==> src/rtl/batch_integer_sorter_assert.svh <==
// Assertion macros for the batch integer sorter.
// Each macro expands to one labeled concurrent assertion, clocked on clk
// and disabled while rst_n is low.
`ifndef BATCH_INTEGER_SORTER_ASSERT_SVH
`define BATCH_INTEGER_SORTER_ASSERT_SVH

// Same-cycle implication
`define BIS_ASSERT_NOW(label, cond, expr) \
    label: assert property (@(posedge clk) disable iff (!rst_n) (cond) |-> (expr)) \
        else $error("batch_integer_sorter: same-cycle check failed");

// Next-cycle implication
`define BIS_ASSERT_NEXT(label, cond, expr) \
    label: assert property (@(posedge clk) disable iff (!rst_n) (cond) |=> (expr)) \
        else $error("batch_integer_sorter: next-cycle check failed");

`endif

==> src/rtl/bis_pkg.sv <==
// ---------------------------------------------------------------------------
// bis_pkg
// Shared types and constants of the batch integer sorter.
// ---------------------------------------------------------------------------
`default_nettype none

package bis_pkg;

    // Default depth of the cell chain
    localparam int BIS_MAX_ELEMENTS = 64;

    // Element width
    localparam int BIS_DATA_W = 32;

    typedef logic signed [BIS_DATA_W-1:0] bis_data_t;

    // Control broadcast from the top level to every cell
    typedef struct packed {
        logic insert;     // insert the broadcast value this cycle
        logic drain;      // shift all cells one place toward cell 0
        logic descending; // sort order: 1 puts larger values first
    } bis_ctrl_t;

endpackage

`default_nettype wire

==> src/rtl/bis_cell.sv <==
// ---------------------------------------------------------------------------
// bis_cell
// One cell of the insertion chain: holds one element and its valid bit,
// takes the new element or its lower neighbor's element on insert, and its
// upper neighbor's element on drain.
// ---------------------------------------------------------------------------
`default_nettype none

module bis_cell (
    input  wire logic               clk,
    input  wire logic               rst_n,
    input  wire bis_pkg::bis_ctrl_t ctrl,
    input  wire bis_pkg::bis_data_t new_value,   // broadcast insert value
    input  wire bis_pkg::bis_data_t prev_value,  // neighbor toward cell 0
    input  wire logic               prev_valid,
    input  wire logic               prev_take,
    input  wire bis_pkg::bis_data_t next_value,  // neighbor away from cell 0
    input  wire logic               next_valid,
    output bis_pkg::bis_data_t      value,
    output logic                    valid,
    output logic                    take
);
    import bis_pkg::*;

    bis_data_t value_reg;
    bis_data_t value_next;
    logic      valid_reg;
    logic      valid_next;
    logic      goes_before;

    // New value belongs in front of the held one
    always_comb
    begin
        if (ctrl.descending)
        begin
            goes_before = (new_value > value_reg);
        end
        else
        begin
            goes_before = (new_value < value_reg);
        end
    end

    assign take = !valid_reg || goes_before;

    // Next-state selection
    always_comb
    begin
        value_next = value_reg;
        valid_next = valid_reg;
        if (ctrl.drain)
        begin
            value_next = next_value;
            valid_next = next_valid;
        end
        else if (ctrl.insert && take)
        begin
            value_next = prev_take ? prev_value : new_value;
            valid_next = valid_reg | prev_valid;
        end
    end

    // Valid bit
    always_ff @(posedge clk or negedge rst_n)
    begin
        if (!rst_n)
        begin
            valid_reg <= 1'b0;
        end
        else
        begin
            valid_reg <= valid_next;
        end
    end

    // Element payload, no reset
    always_ff @(posedge clk)
    begin
        value_reg <= value_next;
    end

    assign value = value_reg;
    assign valid = valid_reg;

endmodule

`default_nettype wire
==> config.mk <==
export PLATFORM = sky130hd
export DESIGN_NAME = bis_cell
export DESIGN_NICKNAME = d
export VERILOG_FILES = /design/src/rtl/batch_integer_sorter_assert.svh /design/src/rtl/bis_pkg.sv /design/src/rtl/bis_cell.sv
export SDC_FILE = /design/constraint.sdc
export NUM_CORES = 1
export LEC_CHECK = 0
export ABC_AREA = 1
export BUFFER_PORTS_ARGS = -buffer_cell sky130_fd_sc_hd__buf_4
export CAP_MARGIN = 5
export CORE_ASPECT_RATIO = 0.8
export CORE_MARGIN = 10
export CORE_UTILIZATION = 49
export DETAILED_ROUTE_END_ITERATION = 6
export GPL_TIMING_DRIVEN = 0
export PLACE_DENSITY = 0.87
export SYNTH_ARGS = -nofsm -noshare
export SYNTH_HDL_FRONTEND = slang
export SYNTH_SLANG_ARGS = --single-unit
==> constraint.sdc <==
create_clock -name clk -period 5 [get_ports clk]
set_clock_uncertainty 0.05 [all_clocks]
set_input_delay 1.25 -clock clk [delete_from_list [all_inputs] [get_ports clk]]
set_output_delay 1.25 -clock clk [all_outputs]
set_load 0.02 [all_outputs]
==> results.md <==
Cells and area:
- The final cell area excluding filler cells is 3757 µm².
- 0 antenna diodes ended up in the layout.
- The most common library cell in the layout ignoring fill and taps is sky130_fd_sc_hd__buf_4.
- The library cells used most frequently in the layout, excluding fill and tap cells, are sky130_fd_sc_hd__buf_4 (135), sky130_fd_sc_hd__a21oi_1 (79), sky130_fd_sc_hd__nand2_1 (68), sky130_fd_sc_hd__nor2_1 (42), sky130_fd_sc_hd__inv_1 (38).
- The final non-filler cell total is 538.
- The number of flip-flops in the largest register is 32.
- The ratio of cells with drive above 1 in the final layout is 32.56%.
- In the final design database the tool counted 611 nets.
- The final cell utilization of the core is 74.61%.
- The area growth from synthesis to layout is 46.77%.

Timing:
- The worst hold margin is 597.5 ps.
- The share of the clock period used by the worst path after layout is 83.57%.
- The routed design could run at a clock period as short as 4178 ps.
- The count of pins over their slew limit is 0.
- Setup violations remaining at the end of the flow were counted as 0.
- The highest clock frequency the design can meet is 239.3 MHz.
- In the final timing run, aggregate negative setup slack is 0 ps.
- The hold violation count in the final report is 0.
- At the pin with the least slew margin, the transition time is 827.4 ps.
- The worst relative slew slack is 44.65%.
- Setup repair after global routing left no endpoint under its margin.

GRT:
- The initial antenna violation count came to 0.
- After global routing the overflow that remains totals 0.
- The number of global-route vias before repair is 2,866.
- The first-pass GRT wire length is 13,560 µm.
- Global routing consumed, over all layers together, 19.34% of the routing resources.
- The largest net degree at the start of global routing is 34.

Placed design:
- The number of input and output port buffers inserted is 135.
- Routability-driven placement finished with a final weighted congestion of 0.8467.
- After legalization and detailed placement, the total HPWL measured 6995 µm.
- The instance count after placement with tap cells included is 530.
- The post-placement cell area is 3651 µm².

CTS:
- The number of hold buffers added after CTS is 0.
- After clock tree synthesis, the setup repair step added 0 buffers.
- The clock latency reported for the late side of the worst-skew pair is 290 ps.
- In this run the number of H-tree levels came out at 2.
- The largest buffer count on any clock path is 2.
- Gates resized during post-CTS repair numbered 0.
- The clock slew at the register clock pins of the worst setup and hold paths is 80 ps.
- The TritonCTS buffer count is 5.
- The tree is rooted in a sky130_fd_sc_hd__clkbuf_8.
- CTS saw 33 sinks.
- The CTS tree is built.

Floorplanning:
- The x dimension of the die is 100.8 µm.
- The die footprint is 8534 µm².
- The floorplan has 23 rows.
- From bottom edge to top edge, the die measures 84.65 µm.
- The count of pins on the block boundary is 138.
- The placeable core region is 5036 µm².
- The starting density of the core is 50.83%.

Power and ir drop:
- The reported leakage power is 1.949 nW.
- The power density normalized to cell area is 252.5 nW/µm².
- The worst-case IR drop observed on VDD is 0.1642 mV.

Synthesis:
- The area fraction of the dominant cell type after synthesis is 37.54%.
- For this run, the leading register cell type out of synthesis is sky130_fd_sc_hd__edfxtp_1.
- Yosys printed 0 warnings.
- The mean area per synthesized cell is 7.688 µm².
- By area the synthesized netlist is led by sky130_fd_sc_hd__edfxtp_1 (38%), sky130_fd_sc_hd__ha_1 (16%), sky130_fd_sc_hd__a21oi_1 (15%).
- The gate count after technology mapping is 333.
- The cell taking the most area after synthesis is sky130_fd_sc_hd__edfxtp_1.
- Counting flops and latches in the post-synthesis netlist gives 33.
- After synthesis, the netlist uses 22 different library cells.
- The cell area after technology mapping is 2560 µm².
- The share of synthesized registers carrying an async set or reset is 3.030%.
- The sequential share of the synthesized area is 38.51%.
- The number of nets in the synthesized netlist is 469.
- The synthesized design contains 32 enable-type register cells.

Routing:
- The number of antenna-violating nets in the routed design is 0.
- The total wirelength of the detailed-routed design is 8680 µm.
- The total iterations of the first detailed-routing run is 4.
- For this run, design rule violations remaining after detail routing come to 0.
- After detailed routing, the average wire length per cell comes to 16.13 µm.
- The number of DRC markers after the initial detailed-route iteration is 146.
- The detailed router placed 2,791 vias in this run.
- The via count normalized by instance count is 5.188.

Setup path:
- Data on the critical path is required at its endpoint by 3700 ps.
- The critical setup path kind is input pin to output port.
- The startpoint of the worst register-to-register path is value[31].
- The register-to-register path setup slack is 2130 ps.
- The data arrival time at the worst-slack endpoint is 2880 ps.
- STA classifies the critical path startpoint as an input pin.
- The maximum net fanout on the critical path is 5.
- The depth of the most critical reg-to-reg path is 12.
- The worst register-to-register path ends at value[9].
- The kind of end point of the critical path is an output port.

Job:
- The count of max-cap constraint violations is 0.

Worst hold path:
- The worst-case hold path end point is valid.
- The path class of the lowest-slack min-delay path is flop to flop.
- Counting instances, the worst hold path has a depth of 2.
- The startpoint identified for the worst hold timing path is valid.

Run status:
- The run finished with clean final reports.
==> layout make-up <==
| type | count | area [µm²] |
|---|---|---|
| Clock buffer | 6 | 72.57 |
| Timing Repair Buffer | 135 | 1013 |
| Clock inverter | 2 | 33.78 |
| Multi-Input combinational cell | 244 | 1360 |
| Sequential cell | 33 | 985.9 |
| Inverter | 42 | 160.2 |
| Tap cell | 62 | 77.57 |
| Buffer | 14 | 53.80 |
| Fill cell | 390 | 1279 |
==> worst max-delay path: stages <==
cell and delay (ps):
sky130_fd_sc_hd__buf_4 120, sky130_fd_sc_hd__ha_1 360, sky130_fd_sc_hd__nand2_1 90, sky130_fd_sc_hd__nor2_1 130
sky130_fd_sc_hd__and2_1 180, sky130_fd_sc_hd__and3_2 210, sky130_fd_sc_hd__nand2_2 80, sky130_fd_sc_hd__nand2_2 60
sky130_fd_sc_hd__nand2_1 70, sky130_fd_sc_hd__nand3_2 60, sky130_fd_sc_hd__nand3_2 90, sky130_fd_sc_hd__buf_4 170
==> cells in the mapped netlist, drive strengths merged (2+ instances only) <==
cell / number
ha: 32
o21ai: 4
o21a: 2
a21oi: 79
nor2: 42
nand3: 7
inv: 42
edfxtp: 32
buf: 3
nand2: 73
clkbuf: 11
a21o: 2
==> power breakdown <==
group | leakage [nW] | total, mW | switching, mW | internal, mW
Clock | 0.0528 | 0.254 | 0.107 | 0.147
Combinational | 1.56 | 0.334 | 0.181 | 0.153
Sequential | 0.331 | 0.361 | 0.0172 | 0.344
Total | 1.95 | 0.949 | 0.305 | 0.644
==> stage by stage <==
stage | power (mW) | worst slack (ps)
2_1_floorplan | 0.5445 | 1261
3_3_place_gp | 0.6884 | 883.8
3_5_place_dp | 0.7001 | 845.1
4_1_cts | 0.9526 | 841.0
5_1_grt | 1.002 | 657.4
6_report | 0.9489 | 821.7
==> kinds of logic (layout without fill, tap and decap cells) <==
family	count (synthesis)	in the layout	share of synthesized area (%)
compound gates	87	87	17.40
fa+ha+maj	32	32	15.64
buf+inv	56	199	8.358
flops	33	33	38.51
simple gates	125	125	20.09
==> layer usage <==
layer	part of all wire [%]	up-vias	global-route usage, %	wire length (µm)
met5	0	-	0	0
met4	1.1	0	6.154	97
met3	10	10	7.371	875
met2	50	116	33.04	4344
met1	39	1274	21.51	3362
li1	-	1391	-	-
==> worst max path at each step <==
stage                     depth (start not counted)     startpoint    to  slack, ps
after floorplan                                  10  new_value[31]  take       1260
after global placement                           12  new_value[31]  take        880
after detailed placement                         12  new_value[31]  take        850
after CTS                                        12  new_value[31]  take        840
after global routing                             12  new_value[31]  take        660
final                                            12  new_value[31]  take        820
(Power assumes the default switching activity.)
